<file path="src/pnr_pkg.sv">
// ----------------------------------------------------------------------------
// pnr_pkg
// shared types, codes and fixed-point helpers of the newton root finder
// ----------------------------------------------------------------------------
`default_nettype none

package pnr_pkg;

  localparam int MAX_DEGREE  = 15;
  localparam int STORE_DEPTH = MAX_DEGREE + 1;
  localparam int COEF_AW     = $clog2(STORE_DEPTH);

  localparam int DATA_W     = 64;
  localparam int DEGREE_W   = 4;
  localparam int ITER_W     = 22;
  localparam int THR_W      = 32;
  localparam int CFG_IDX_W  = 2;
  localparam int CFG_DATA_W = 32;

  localparam logic [DATA_W-1:0] FX_MAX = 64'h7FFF_FFFF_FFFF_FFFF;
  localparam logic [DATA_W-1:0] FX_MIN = 64'h8000_0000_0000_0000;

  // input operation codes
  localparam logic OP_LOAD  = 1'b0;
  localparam logic OP_SOLVE = 1'b1;

  // stop reasons
  localparam logic [1:0] REASON_SMALL_DERIV = 2'd0;
  localparam logic [1:0] REASON_REPEAT      = 2'd1;
  localparam logic [1:0] REASON_LIMIT       = 2'd2;

  // configuration register indexes
  localparam logic [CFG_IDX_W-1:0] CFG_DEGREE    = 2'd0;
  localparam logic [CFG_IDX_W-1:0] CFG_MAX_ITER  = 2'd1;
  localparam logic [CFG_IDX_W-1:0] CFG_DERIV_THR = 2'd2;

  localparam logic [DEGREE_W-1:0] DEGREE_RST = 4'd4;
  localparam logic [ITER_W-1:0]   ITER_RST   = 22'd4000000;
  localparam logic [THR_W-1:0]    THR_RST    = 32'd4295;

  typedef struct packed {
    logic                     op;
    logic [3:0]               coef_index;
    logic signed [DATA_W-1:0] coef_value;
    logic signed [DATA_W-1:0] start_x;
  } pnr_in_t;

  typedef struct packed {
    logic signed [DATA_W-1:0] root;
    logic [1:0]               stop_reason;
    logic [ITER_W-1:0]        steps_taken;
    logic                     saturated;
  } pnr_out_t;

  typedef enum logic [1:0] {
    MUL_COEF,
    MUL_PD,
    MUL_P
  } mul_sel_t;

  typedef enum logic [1:0] {
    ADD_NONE,
    ADD_P,
    ADD_PD
  } add_op_t;

  typedef enum logic [3:0] {
    ST_IDLE,
    ST_PASS,
    ST_LEAD,
    ST_LEAD_WAIT,
    ST_LOOP,
    ST_PD_WAIT,
    ST_P_WAIT,
    ST_CHECK,
    ST_DIV_WAIT,
    ST_DONE
  } pnr_state_t;

  typedef struct packed {
    logic               load_we;
    logic               init;
    logic               rd_en;
    logic [COEF_AW-1:0] rd_addr;
    logic               pd_load;
    logic               mul_start;
    mul_sel_t           mul_sel;
    add_op_t            add_op;
    logic               save_prev;
    logic               div_start;
    logic               x_update;
  } pnr_cmd_t;

  typedef struct packed {
    logic mul_done;
    logic div_done;
    logic small_deriv;
    logic x_repeat;
  } pnr_sts_t;

  typedef struct packed {
    logic              ovf;
    logic [DATA_W-1:0] val;
  } sat_res_t;

  function automatic logic [DATA_W-1:0] magn(logic [DATA_W-1:0] a);
    return a[DATA_W-1] ? (~a + 64'd1) : a;
  endfunction

  // apply sign to a magnitude, clamping to the int64 range
  function automatic sat_res_t sat_signed(logic [DATA_W-1:0] m, logic neg, logic over);
    sat_res_t          r;
    logic [DATA_W-1:0] limit;
    limit = neg ? FX_MIN : FX_MAX;
    if (over || (m > limit)) begin
      r.ovf = 1'b1;
      r.val = neg ? FX_MIN : FX_MAX;
    end else begin
      r.ovf = 1'b0;
      r.val = neg ? (~m + 64'd1) : m;
    end
    return r;
  endfunction

endpackage

`default_nettype wire

</file>
<file path="src/pnr_ctrl.sv">
// ----------------------------------------------------------------------------
// pnr_ctrl
// sequencer for coefficient loads and newton passes
// ----------------------------------------------------------------------------
`default_nettype none

module pnr_ctrl (
  input  wire logic                           clk,
  input  wire logic                           rst_n,
  input  wire logic                           start,
  input  wire logic                           op,
  input  wire logic [pnr_pkg::DEGREE_W-1:0]   degree,
  input  wire logic [pnr_pkg::ITER_W-1:0]     max_iterations,
  input  wire pnr_pkg::pnr_sts_t              sts,
  output pnr_pkg::pnr_cmd_t                   cmd,
  output logic                                busy,
  output logic                                out_strobe,
  output logic [1:0]                          stop_reason
);

  pnr_pkg::pnr_state_t state_r, state_nxt;
  logic [pnr_pkg::ITER_W-1:0]  left_r, left_nxt;
  logic [pnr_pkg::COEF_AW-1:0] k_r, k_nxt;
  logic [1:0]                  reason_r, reason_nxt;
  logic [pnr_pkg::COEF_AW-1:0] deg_n;

  // degree zero runs as degree one
  assign deg_n = (degree == '0) ? pnr_pkg::COEF_AW'(1) : degree;

  always_ff @(posedge clk) begin
    if (!rst_n) begin
      state_r  <= pnr_pkg::ST_IDLE;
      left_r   <= '0;
      k_r      <= '0;
      reason_r <= pnr_pkg::REASON_LIMIT;
    end else begin
      state_r  <= state_nxt;
      left_r   <= left_nxt;
      k_r      <= k_nxt;
      reason_r <= reason_nxt;
    end
  end

  always_comb begin
    state_nxt  = state_r;
    left_nxt   = left_r;
    k_nxt      = k_r;
    reason_nxt = reason_r;
    cmd        = '0;
    case (state_r)
      pnr_pkg::ST_IDLE: begin
        if (start) begin
          if (op == pnr_pkg::OP_LOAD) begin
            cmd.load_we = 1'b1;
          end else begin
            cmd.init   = 1'b1;
            left_nxt   = max_iterations;
            reason_nxt = pnr_pkg::REASON_LIMIT;
            state_nxt  = pnr_pkg::ST_PASS;
          end
        end
      end
      pnr_pkg::ST_PASS: begin
        if (left_r == '0) begin
          state_nxt = pnr_pkg::ST_DONE;
        end else begin
          left_nxt    = left_r - 22'd1;
          cmd.rd_en   = 1'b1;
          cmd.rd_addr = deg_n;
          state_nxt   = pnr_pkg::ST_LEAD;
        end
      end
      pnr_pkg::ST_LEAD: begin
        // top coefficient seeds pd and the first product
        cmd.pd_load   = 1'b1;
        cmd.mul_start = 1'b1;
        cmd.mul_sel   = pnr_pkg::MUL_COEF;
        cmd.rd_en     = 1'b1;
        cmd.rd_addr   = deg_n - pnr_pkg::COEF_AW'(1);
        state_nxt     = pnr_pkg::ST_LEAD_WAIT;
      end
      pnr_pkg::ST_LEAD_WAIT: begin
        if (sts.mul_done) begin
          cmd.add_op = pnr_pkg::ADD_P;
          k_nxt      = deg_n - pnr_pkg::COEF_AW'(1);
          state_nxt  = pnr_pkg::ST_LOOP;
        end
      end
      pnr_pkg::ST_LOOP: begin
        if (k_r == '0) begin
          state_nxt = pnr_pkg::ST_CHECK;
        end else begin
          cmd.mul_start = 1'b1;
          cmd.mul_sel   = pnr_pkg::MUL_PD;
          cmd.rd_en     = 1'b1;
          cmd.rd_addr   = k_r - pnr_pkg::COEF_AW'(1);
          state_nxt     = pnr_pkg::ST_PD_WAIT;
        end
      end
      pnr_pkg::ST_PD_WAIT: begin
        // p product starts on the old p while pd is written
        if (sts.mul_done) begin
          cmd.add_op    = pnr_pkg::ADD_PD;
          cmd.mul_start = 1'b1;
          cmd.mul_sel   = pnr_pkg::MUL_P;
          state_nxt     = pnr_pkg::ST_P_WAIT;
        end
      end
      pnr_pkg::ST_P_WAIT: begin
        if (sts.mul_done) begin
          cmd.add_op = pnr_pkg::ADD_P;
          k_nxt      = k_r - pnr_pkg::COEF_AW'(1);
          state_nxt  = pnr_pkg::ST_LOOP;
        end
      end
      pnr_pkg::ST_CHECK: begin
        if (sts.small_deriv) begin
          reason_nxt = pnr_pkg::REASON_SMALL_DERIV;
          state_nxt  = pnr_pkg::ST_DONE;
        end else if (sts.x_repeat) begin
          reason_nxt = pnr_pkg::REASON_REPEAT;
          state_nxt  = pnr_pkg::ST_DONE;
        end else begin
          cmd.save_prev = 1'b1;
          cmd.div_start = 1'b1;
          state_nxt     = pnr_pkg::ST_DIV_WAIT;
        end
      end
      pnr_pkg::ST_DIV_WAIT: begin
        if (sts.div_done) begin
          cmd.x_update = 1'b1;
          state_nxt    = pnr_pkg::ST_PASS;
        end
      end
      pnr_pkg::ST_DONE: begin
        state_nxt = pnr_pkg::ST_IDLE;
      end
      default: begin
        state_nxt = pnr_pkg::ST_IDLE;
      end
    endcase
  end

  assign busy        = (state_r != pnr_pkg::ST_IDLE);
  assign out_strobe  = (state_r == pnr_pkg::ST_DONE);
  assign stop_reason = reason_r;

endmodule

`default_nettype wire

</file>
<file path="config.mk">
export PLATFORM = sky130hd
export DESIGN_NAME = pnr_ctrl
export DESIGN_NICKNAME = d
export VERILOG_FILES = /design/src/pnr_pkg.sv /design/src/pnr_ctrl.sv
export SDC_FILE = /design/constraint.sdc
export NUM_CORES = 1
export LEC_CHECK = 0
export ABC_CLOCK_PERIOD_IN_PS = 2750
export BUFFER_PORTS_ARGS = -buffer_cell sky130_fd_sc_hd__buf_2
export CORE_MARGIN = 5
export CORE_UTILIZATION = 35
export DETAILED_ROUTE_END_ITERATION = 6
export GPL_TIMING_DRIVEN = 0
export PLACE_DENSITY = 0.68
export RECOVER_POWER = 50
export SYNTH_ARGS = -nofsm -noshare
export SYNTH_HDL_FRONTEND = slang
export SYNTH_SLANG_ARGS = --single-unit
</file>
<file path="constraint.sdc">
create_clock -name clk -period 2.75 [get_ports clk]
set_input_delay 0.4125 -clock clk [delete_from_list [all_inputs] [get_ports clk]]
set_output_delay 0.4125 -clock clk [all_outputs]
set_load 0.01 [all_outputs]
</file>
==> report_table.html, run 1 <==
<table>
<tr><th>Metric</th><th>Value</th></tr>
<tr><th colspan="2">Timing</th></tr>
<tr><td>Period Utilization, post-route</td><td>between 90% and 100%</td></tr>
<tr><td>Hold Violations, Final</td><td>0</td></tr>
<tr><td>Post-route worst setup slack</td><td>roughly 0.046 ns</td></tr>
<tr><td>Final period demand of the worst path</td><td>around 2.7 ns</td></tr>
<tr><td>Achievable frequency</td><td>around 370 MHz</td></tr>
<tr><td>Worst clock skew</td><td>about 0.0038 ns</td></tr>
<tr><td>Unrepaired setup endpoints after global routing</td><td>yes</td></tr>
<tr><td>Worst slew pin tran</td><td>1.05 ns</td></tr>
<tr><td>Remaining max-slew budget at the tightest pin</td><td>approximately 29%</td></tr>
<tr><td>Setup violations, final</td><td>0</td></tr>
<tr><td>Pins over their slew limit</td><td>0</td></tr>
<tr><th colspan="2">Critical path</th></tr>
<tr><td>Startpoint of the lowest-slack register-to-register path</td><td>left_r[1]</td></tr>
<tr><td>Crit path DAT</td><td>between 2 and 2.5 ns</td></tr>
<tr><td>Critical path required time</td><td>2.34 ns</td></tr>
<tr><td>Depth of the most critical reg-to-reg path</td><td>7</td></tr>
<tr><td>Capturing point of the worst reg2reg path</td><td>left_r[17]</td></tr>
<tr><td>Crit Path Max Fanout</td><td>6</td></tr>
<tr><td>Worst setup EP type</td><td>output pin</td></tr>
<tr><td>FF-to-FF setup slack</td><td>~0.08 ns</td></tr>
<tr><td>Critical path type</td><td>register to output pin</td></tr>
<tr><td>Element type at the critical path start</td><td>register</td></tr>
<tr><td>First element of the critical path</td><td>left_r[0]</td></tr>
<tr><th colspan="2">Die</th></tr>
<tr><td>Die outline area</td><td>between 8000 and 9000 sq um</td></tr>
<tr><td>Overall die width</td><td>just over 90 microns</td></tr>
<tr><td>Core Box Area</td><td>around 6700 sq um</td></tr>
<tr><td>Starting density of the core</td><td>between 30% and 40%</td></tr>
<tr><td>Boundary Pins</td><td>54</td></tr>
<tr><td>Standard-cell row count</td><td>30</td></tr>
<tr><td>Y dimension of the die</td><td>between 90 and 100 microns</td></tr>
<tr><th colspan="2">Placed design</th></tr>
<tr><td>Number of I/O port buffers</td><td>53</td></tr>
<tr><td>Total cell area at the placement stage</td><td>~2700 sq um</td></tr>
<tr><td>Post-detail-place hpwl</td><td>roughly 5300 microns</td></tr>
<tr><td># placed instances</td><td>450</td></tr>
<tr><td>Weighted congestion reported at the end of routability-driven placement</td><td>between 0.8 and 0.9</td></tr>
<tr><td>Pre-CTS worst setup slack</td><td>-0.290 ns</td></tr>
<tr><th colspan="2">Logic synthesis</th></tr>
<tr><td>Number of storage elements in the synthesis netlist</td><td>32</td></tr>
<tr><td>Mapped cell area</td><td>2360 sq um</td></tr>
<tr><td>Fraction of post-synthesis cell area in the top cell type by area</td><td>approximately 27%</td></tr>
<tr><td>Synth Warn #</td><td>0</td></tr>
<tr><td>Main flop type after synthesis</td><td>dfxtp_1</td></tr>
<tr><td>Most area-consuming cells after synthesis</td><td>dfxtp_1, a21oi_1, nand2_1</td></tr>
<tr><td>Fraction of the yosys area taken by sequential cells</td><td>27.1%</td></tr>
<tr><td>Synthesized area divided by synthesized cell count</td><td>between 7 and 8 sq um</td></tr>
<tr><td>Number of instances in the synthesized netlist</td><td>~320</td></tr>
<tr><td>Count of flip-flops with a built-in enable after synthesis</td><td>0</td></tr>
<tr><td>Fraction of synthesis flops using an asynchronous set or reset pin</td><td>0%</td></tr>
<tr><td>Unique masters post-synth</td><td>63</td></tr>
<tr><td>Cell accounting for the most synthesized area</td><td>dfxtp_1</td></tr>
<tr><td>Nets in the synthesized netlist</td><td>354</td></tr>
<tr><th colspan="2">Min path</th></tr>
<tr><td>Destination of the worst hold path</td><td>stop_reason[0]</td></tr>
<tr><td>Worst Hold Path Cells</td><td>2</td></tr>
<tr><td>Hold Startpoint</td><td>sts[1]</td></tr>
<tr><td>Min-delay worst type</td><td>input port to register</td></tr>
<tr><th colspan="2">Pwr</th></tr>
<tr><td>LEAKAGE</td><td>~0.0012 uW</td></tr>
<tr><td>Switching power</td><td>~1300 uW</td></tr>
<tr><td>Total chip power</td><td>roughly 2800 uW</td></tr>
<tr><td>Power share of the clock group</td><td>16.1%</td></tr>
<tr><td>Total power per unit cell area</td><td>around 960 nW/um^2</td></tr>
<tr><td>Internal cell power</td><td>1510 uW</td></tr>
<tr><td>Largest voltage drop on the vdd net</td><td>0.000414 V</td></tr>
<tr><td>Switching Share</td><td>roughly 46%</td></tr>
<tr><td>Combinational power share</td><td>between 60 and 70%</td></tr>
<tr><td>Seq pwr share</td><td>between 20% and 30%</td></tr>
<tr><th colspan="2">Cells and area</th></tr>
<tr><td>N_diodes</td><td>0</td></tr>
<tr><td>Final instance area</td><td>between 2000 and 3000 sq um</td></tr>
<tr><td>Area growth, synth to finish</td><td>24.3%</td></tr>
<tr><td>FILL cells</td><td>a little under 700</td></tr>
<tr><td>Nets</td><td>approximately 420</td></tr>
<tr><td>Most frequent cells in the layout</td><td>buf_2, nand2_1, a21oi_1</td></tr>
<tr><td>Final standard cell count with taps included and fillers excluded</td><td>around 470</td></tr>
<tr><td>Fraction of layout cells with a size suffix above 1</td><td>a little over a quarter</td></tr>
<tr><td>Footprint of the multi-input gates</td><td>between 1500 and 2000 sq um</td></tr>
<tr><td>Register Area</td><td>between 600 and 700 sq um</td></tr>
<tr><td>Utilization of the core after routing</td><td>43.9%</td></tr>
<tr><td>Most common cell after layout, fill and taps aside</td><td>buf_2</td></tr>
<tr><th colspan="2">Route</th></tr>
<tr><td>Remaining number of nets flagged by the antenna check after routing</td><td>0</td></tr>
<tr><td>DRC viols</td><td>0</td></tr>
<tr><td>Number of design-rule violations left by the first detailed-router iteration</td><td>approximately 230</td></tr>
<tr><td>Aggregate routed wire length</td><td>7510 microns</td></tr>
<tr><td>Total vias in the final route</td><td>2744</td></tr>
<tr><td>Number of iterations in the first detailed-routing pass</td><td>5</td></tr>
<tr><td>Vias per cell</td><td>5.90</td></tr>
<tr><td>Routed wire length per instance</td><td>16.1 microns</td></tr>
<tr><th colspan="2">Outcome</th></tr>
<tr><td>Run status</td><td>complete, no violations</td></tr>
<tr><th colspan="2">Global route</th></tr>
<tr><td>Aggregate global routing overflow</td><td>0</td></tr>
<tr><td>Number of antenna violations at the first check in global routing</td><td>0</td></tr>
<tr><td>Largest net degree at the start of global routing</td><td>11</td></tr>
<tr><td>Via count of the first global-routing pass</td><td>~2600</td></tr>
<tr><td>Total GRT Usage</td><td>17.3%</td></tr>
<tr><td>Wire length of the first global-routing pass</td><td>roughly 12000 microns</td></tr>
<tr><th colspan="2">CTS</th></tr>
<tr><td>Number of clock sinks</td><td>32</td></tr>
<tr><td>Clock tree from TritonCTS</td><td>done</td></tr>
<tr><td>Hold-fix buffers, CTS</td><td>0</td></tr>
<tr><td>Worst-case clock buffer depth</td><td>2</td></tr>
<tr><td>Root cell of the clock tree</td><td>clkbuf_8</td></tr>
<tr><td>Clock buffer count from CTS</td><td>5</td></tr>
<tr><td>CTS clk-pin slew, worst paths</td><td>roughly 0.07 ns</td></tr>
<tr><td>Clock latency of the later-clocked register in the worst-skew pair</td><td>around 0.29 ns</td></tr>
<tr><td>Htree depth</td><td>2</td></tr>
<tr><th colspan="2">Job</th></tr>
<tr><td>Number of max-cap violations</td><td>0</td></tr>
</table>
## Yosys cell counts, types with 5 or more instances
| cell | number |
|---|---|
| nor2_1 | 30 |
| nand3_1 | 9 |
| clkbuf_1 | 14 |
| nor4_1 | 8 |
| inv_1 | 9 |
| nand2_1 | 34 |
| nor3_1 | 16 |
| or4_1 | 5 |
| dfxtp_1 | 32 |
| a21oi_1 | 31 |
| o21ai_0 | 25 |
| mux2i_1 | 5 |
## metal layers
layer | wire length, microns | share of wire [%] | global-route usage, %
met1 | 3270 | 44 | 21.8
met2 | 3720 | 49 | 29.6
met3 | 442 | 5.9 | 3.53
met4 | 79 | 1.1 | 5.07
met5 | 0 | 0 | 0
## final cells by class
class,count,area share (%)
tap,80,3.41
inverter,9,1.15
sequential,32,22.0
multi-input combinational,250,54.0
buffer,24,4.61
clock inverter,2,1.19
timing repair buffer,62,11.2
clock buffer,6,2.47
## per-stage QoR
stage / setup TNS (ns) / hold slack, ns
global route: -0.146 / 0.337
CTS: 0 / 0.328
global placement: -1.85 / 0.459
detailed placement: -3.78 / 0.462
finish: 0 / 0.334
floorplan: 0 / 0.444
## registers in the layout, summed over array words and instances, names as in the netlist
signal / count
left_r: 22
state_r: 4
stop_reason: 2
k_r: 4
## power by group through the flow
stage               logic (uW)  clock network (uW)  registers (uW)
finish                    1690                 450             661
CTS                       1580                 459             653
floorplan                 1140                   0             640
global route              1830                 482             677
detailed placement        1510                   0             662
global placement          1480                   0             660
## kinds of logic after synthesis
| logic type | after synthesis | synth area share [%] |
|---|---|---|
| AND/OR/NAND/NOR | 132 | 29.8 |
| flip-flops | 32 | 27.1 |
| XOR/XNOR | 5 | 1.86 |
| multiplexers | 6 | 2.60 |
| AO/OA/AOI/OAI | 103 | 29.0 |
| buffers and inverters | 35 | 7.64 |
| adder cells (fa/ha/maj) | 4 | 2.02 |
## how the worst max path moves through the flow
stage | endpoint | slack [ns] | cells after the start
after floorplan | left_r[9] | 0.22 | 10
after global placement | cmd[13] | -0.16 | 8
after detailed placement | left_r[18] | -0.29 | 5
after CTS | cmd[11] | 0.005 | 9
after global routing | cmd[13] | -0.06 | 7
final | cmd[13] | 0.05 | 7
## worst max-delay path, stage by stage, from the launching register on
cell and delay, ns:
dfxtp_2 0.34, inv_2 0.07, ha_4 0.12, or3b_4 0.41, nor4_4 0.37, a31oi_4 0.18
or3_1 0.36, buf_2 0.14
## repair_timing
item                       CTS  global route
pin swaps                    3             4
gates resized for setup      5            12
buffers inserted             3             6
setup endpoints to repair   23            16
No activity file was read; power rests on OpenSTA's default activity.
==> inputs of run 2 (changes only) <==
--- a/config.mk
+++ b/config.mk
@@ -5,13 +5,14 @@
 export SDC_FILE = /design/constraint.sdc
 export NUM_CORES = 1
 export LEC_CHECK = 0
+export ABC_AREA = 1
 export ABC_CLOCK_PERIOD_IN_PS = 2750
 export BUFFER_PORTS_ARGS = -buffer_cell sky130_fd_sc_hd__buf_2
 export CORE_MARGIN = 5
 export CORE_UTILIZATION = 35
 export DETAILED_ROUTE_END_ITERATION = 6
 export GPL_TIMING_DRIVEN = 0
-export PLACE_DENSITY = 0.68
+export PLACE_DENSITY = 0.67
 export RECOVER_POWER = 50
 export SYNTH_ARGS = -nofsm -noshare
 export SYNTH_HDL_FRONTEND = slang
==> run 2 against run 1 <==
  * Register-to-register slack improved by 0.35 ns
  * Critical path type unchanged
  * Global-route usage down 0.69 points
  * Cell area shrank 1.1%
  * First-iteration DRC count decreased by 41%
  * Highest routed layer unchanged
  * Count of clock-buffer cells in the layout up 1
==> report_table.html, run 2 <==
<table>
<tr><th>Metric</th><th>Value</th></tr>
<tr><th colspan="2">Outcome</th></tr>
<tr><td>Run status</td><td>complete, no violations</td></tr>
<tr><th colspan="2">Cells and area</th></tr>
<tr><td>Register Area</td><td>641 sq um</td></tr>
<tr><td>Most frequent cells in the layout</td><td>nand2_1, nor2_1, buf_2</td></tr>
<tr><td>Most common cell after layout, fill and taps aside</td><td>nand2_1</td></tr>
<tr><td>Footprint of the multi-input gates</td><td>around 1500 sq um</td></tr>
<tr><td>Area growth, synth to finish</td><td>17.2%</td></tr>
<tr><td>Number of flip-flops in the largest register</td><td>22</td></tr>
<tr><td>N_diodes</td><td>0</td></tr>
<tr><td>Fraction of layout cells with a size suffix above 1</td><td>16.7%</td></tr>
<tr><td>Register with the most flip-flops</td><td>left_r</td></tr>
<tr><td>Nets</td><td>approximately 520</td></tr>
<tr><td>FILL cells</td><td>784</td></tr>
<tr><td>Utilization of the core after routing</td><td>roughly 42%</td></tr>
<tr><td>Final instance area</td><td>about 2900 sq um</td></tr>
<tr><td>Registers with the highest flip-flop counts</td><td>left_r: 22 flops, k_r: 4 flops, state_r: 4 flops</td></tr>
<tr><th colspan="2">Die</th></tr>
<tr><td>Y dimension of the die</td><td>around 94 microns</td></tr>
<tr><td>Standard-cell row count</td><td>30</td></tr>
<tr><td>Core Box Area</td><td>~6800 sq um</td></tr>
<tr><td>Overall die width</td><td>94.1 microns</td></tr>
<tr><td>Boundary Pins</td><td>54</td></tr>
<tr><td>Starting density of the core</td><td>a little over a third</td></tr>
<tr><td>Die outline area</td><td>about 9000 sq um</td></tr>
<tr><th colspan="2">Logic synthesis</th></tr>
<tr><td>Count of flip-flops with a built-in enable after synthesis</td><td>0</td></tr>
<tr><td>Fraction of synthesis flops using an asynchronous set or reset pin</td><td>0%</td></tr>
<tr><td>Number of instances in the synthesized netlist</td><td>roughly 430</td></tr>
<tr><td>Cell with the most instances after synthesis</td><td>nand2_1</td></tr>
<tr><td>Most area-consuming cells after synthesis</td><td>dfxtp_1, nand2_1, nor2_1</td></tr>
<tr><td>Number of storage elements in the synthesis netlist</td><td>32</td></tr>
<tr><td>Synthesized area divided by synthesized cell count</td><td>roughly 5.8 sq um</td></tr>
<tr><td>Synth Warn #</td><td>0</td></tr>
<tr><td>Unique masters post-synth</td><td>37</td></tr>
<tr><td>Fraction of post-synthesis cell area in the top cell type by area</td><td>~26%</td></tr>
<tr><td>Cell accounting for the most synthesized area</td><td>dfxtp_1</td></tr>
<tr><td>Main flop type after synthesis</td><td>dfxtp_1</td></tr>
<tr><td>Nets in the synthesized netlist</td><td>~460</td></tr>
<tr><td>Top cell types by occurrence after synthesis</td><td>nand2_1, nor2_1, inv_1, nand3_1, dfxtp_1</td></tr>
<tr><td>Mapped cell area</td><td>roughly 2500 sq um</td></tr>
<tr><td>Fraction of the yosys area taken by sequential cells</td><td>~26%</td></tr>
<tr><th colspan="2">Pwr</th></tr>
<tr><td>Seq pwr share</td><td>between 20 and 25%</td></tr>
<tr><td>Switching Share</td><td>53.0%</td></tr>
<tr><td>Combinational power share</td><td>63.6%</td></tr>
<tr><td>Internal cell power</td><td>1540 uW</td></tr>
<tr><td>Switching power</td><td>approximately 1700 uW</td></tr>
<tr><td>LEAKAGE</td><td>0.00148 uW</td></tr>
<tr><td>Power share of the clock group</td><td>about an eighth</td></tr>
<tr><td>Total power per unit cell area</td><td>1130 nW/um^2</td></tr>
<tr><td>Largest voltage drop on the vdd net</td><td>between 0.0004 and 0.0005 V</td></tr>
<tr><th colspan="2">Placed design</th></tr>
<tr><td>Pre-CTS worst setup slack</td><td>between 0.6 and 0.7 ns</td></tr>
<tr><td>Total cell area at the placement stage</td><td>2860 sq um</td></tr>
<tr><td>Number of I/O port buffers</td><td>53</td></tr>
<tr><td>Post-detail-place hpwl</td><td>~5500 microns</td></tr>
<tr><td>Weighted congestion reported at the end of routability-driven placement</td><td>~0.9</td></tr>
<tr><th colspan="2">Timing</th></tr>
<tr><td>Setup violations, final</td><td>0</td></tr>
<tr><td>Post-route worst setup slack</td><td>about 0.33 ns</td></tr>
<tr><td>Remaining max-slew budget at the tightest pin</td><td>approximately 56%</td></tr>
<tr><td>Total Neg Setup Slack</td><td>0 ns</td></tr>
<tr><td>Achievable frequency</td><td>around 410 MHz</td></tr>
<tr><td>Final period demand of the worst path</td><td>2.42 ns</td></tr>
<tr><td>Hold Violations, Final</td><td>0</td></tr>
<tr><td>Pins over their slew limit</td><td>0</td></tr>
<tr><td>Period Utilization, post-route</td><td>around 90%</td></tr>
<tr><td>Worst slew pin tran</td><td>~0.66 ns</td></tr>
<tr><td>Unrepaired setup endpoints after global routing</td><td>no</td></tr>
<tr><td>Worst clock skew</td><td>0.00405 ns</td></tr>
<tr><th colspan="2">CTS</th></tr>
<tr><td>Clock latency of the later-clocked register in the worst-skew pair</td><td>roughly 0.28 ns</td></tr>
<tr><td>Clock tree from TritonCTS</td><td>done</td></tr>
<tr><td>Htree depth</td><td>2</td></tr>
<tr><td>Worst-case clock buffer depth</td><td>2</td></tr>
<tr><td>Number of buffers inserted to repair setup after CTS</td><td>0</td></tr>
<tr><td>Resized Gates After CTS</td><td>0</td></tr>
<tr><td>Hold-fix buffers, CTS</td><td>0</td></tr>
<tr><td>Number of clock sinks</td><td>32</td></tr>
<tr><td>Root cell of the clock tree</td><td>clkbuf_8</td></tr>
<tr><td>CTS clk-pin slew, worst paths</td><td>around 0.070 ns</td></tr>
<tr><td>Clock buffer count from CTS</td><td>5</td></tr>
<tr><th colspan="2">Min path</th></tr>
<tr><td>Min-delay worst type</td><td>input port to register</td></tr>
<tr><td>Worst Hold Path Cells</td><td>4</td></tr>
<tr><td>Destination of the worst hold path</td><td>stop_reason[0]</td></tr>
<tr><td>Hold Startpoint</td><td>sts[1]</td></tr>
<tr><th colspan="2">Critical path</th></tr>
<tr><td>Crit path DAT</td><td>2.01 ns</td></tr>
<tr><td>Largest stage delay on the critical path</td><td>0.31 ns</td></tr>
<tr><td>Worst setup EP type</td><td>output pin</td></tr>
<tr><td>Critical path type</td><td>register to output pin</td></tr>
<tr><td>Critical path required time</td><td>2.34 ns</td></tr>
<tr><td>Capturing point of the worst reg2reg path</td><td>left_r[21]</td></tr>
<tr><td>Critical path, cell by cell</td><td>inv_1 -&gt; ha_1 -&gt; nand2_1 -&gt; nor2_4 -&gt; nand3_1 -&gt; nand2_1 -&gt; inv_1 -&gt; nand2_1 -&gt; o221ai_1 -&gt; buf_2</td></tr>
<tr><td>FF-to-FF setup slack</td><td>around 0.43 ns</td></tr>
<tr><td>Cell with the most instances on the worst path</td><td>nand2_1</td></tr>
<tr><td>Cell type of the slowest stage on the worst timing path</td><td>dfxtp_1</td></tr>
<tr><td>Element type at the critical path start</td><td>register</td></tr>
<tr><td>Startpoint of the lowest-slack register-to-register path</td><td>left_r[0]</td></tr>
<tr><td>Crit Path Max Fanout</td><td>6</td></tr>
<tr><td>Depth of the most critical reg-to-reg path</td><td>10</td></tr>
<tr><th colspan="2">Route</th></tr>
<tr><td>Amount of wire on met2 after detailed routing</td><td>~3200 microns</td></tr>
<tr><td>Number of iterations in the first detailed-routing pass</td><td>4</td></tr>
<tr><td>Routed length on met3</td><td>between 400 and 500 microns</td></tr>
<tr><td>Remaining number of nets flagged by the antenna check after routing</td><td>0</td></tr>
<tr><td>Total vias in the final route</td><td>between 2000 and 3000</td></tr>
<tr><td>Vias per cell</td><td>around 4.8</td></tr>
<tr><td>Highest routed metal layer</td><td>met4</td></tr>
<tr><td>Number of design-rule violations left by the first detailed-router iteration</td><td>between 100 and 150</td></tr>
<tr><td>DRC viols</td><td>0</td></tr>
<tr><td>Aggregate routed wire length</td><td>roughly 7000 microns</td></tr>
<tr><td>Routed metal-1 wire length</td><td>roughly 3300 microns</td></tr>
<tr><td>Routed wire length per instance</td><td>roughly 12 microns</td></tr>
<tr><th colspan="2">Global route</th></tr>
<tr><td>Number of antenna violations at the first check in global routing</td><td>0</td></tr>
<tr><td>Aggregate global routing overflow</td><td>0</td></tr>
<tr><td>Total GRT Usage</td><td>between 15 and 20%</td></tr>
<tr><td>Wire length of the first global-routing pass</td><td>approximately 12000 microns</td></tr>
<tr><td>Largest net degree at the start of global routing</td><td>11</td></tr>
<tr><td>Via count of the first global-routing pass</td><td>approximately 2700</td></tr>
<tr><th colspan="2">Job</th></tr>
<tr><td>Number of max-cap violations</td><td>0</td></tr>
</table>
-- run 2: changes by cell type in the layout (fill, tap and decap cells not counted), sizes merged, moves of 8 or more --
cell,previous run,this run
or4,8,0
nand3,9,38
nand2,34,133
nor4,9,0
nor3,16,5
nor2,30,72
buf,70,55
inv,9,51
-- run 2: through the flow --
step           hold slack [ns]  power (uW)  instances
3_5_place_dp             0.454        2960        574
5_1_grt                  0.463        3610        581
4_1_cts                  0.439        3370        581
2_1_floorplan            0.448        2440        425
6_report                 0.448        3270        581
3_3_place_gp             0.443        2930        574
-- run 2: worst max-delay path: cells and delay by family (launching register included) --
family                     cells  cell delay [ns]
AOI/OAI and AO/OA              1             0.10
adders and majority gates      1             0.26
buffers and inverters          3             0.37
DFF                            1             0.31
and+or+nand+nor                5             0.69
-- run 2: power by group through the flow --
| stage | Sequential (uW) | Clock (uW) | Combinational (uW) |
|---|---|---|---|
| after floorplan | 760 | 0 | 1670 |
| after detailed placement | 800 | 0 | 2160 |
| after global routing | 822 | 425 | 2370 |
| after CTS | 794 | 409 | 2160 |
| final | 796 | 397 | 2080 |
| after global placement | 799 | 0 | 2130 |
-- run 2: area by class of cell --
class	instances	area share [%]
plain buffers	12	2.29
multi-input cells	328	52.5
clock buffers	7	3.32
inverters	53	6.86
repair buffers	53	8.84
flip-flops and latches	32	22.1
well taps	96	4.14
-- run 2: worst max path at each step --
stage                     cells past startpoint      end  startpoint  slack (ns)
after floorplan                               9  cmd[10]   left_r[0]        1.00
after global placement                        9  cmd[11]  state_r[1]        0.62
after detailed placement                      9  cmd[11]  state_r[1]        0.62
after CTS                                     9  cmd[11]  state_r[1]        0.30
after global routing                          6  cmd[12]  state_r[2]        0.12
final                                        10  cmd[10]   left_r[0]        0.33
-- run 2: kinds of logic after synthesis --
kind of cell	share of synthesized area, %
AND/OR/NAND/NOR	46.8
buffers and inverters	11.2
AO/OA/AOI/OAI	13.2
flip-flops	25.9
XOR/XNOR	1.42
adder cells (fa/ha/maj)	1.52
-- run 2: per-layer routing --
| metal | global-route usage (%) | vias to the layer above |
|---|---|---|
| met5 | 0 | - |
| met4 | 3.61 | 0 |
| met3 | 2.80 | 7 |
| met2 | 28.0 | 69 |
| met1 | 22.0 | 1257 |
| li1 | - | 1480 |
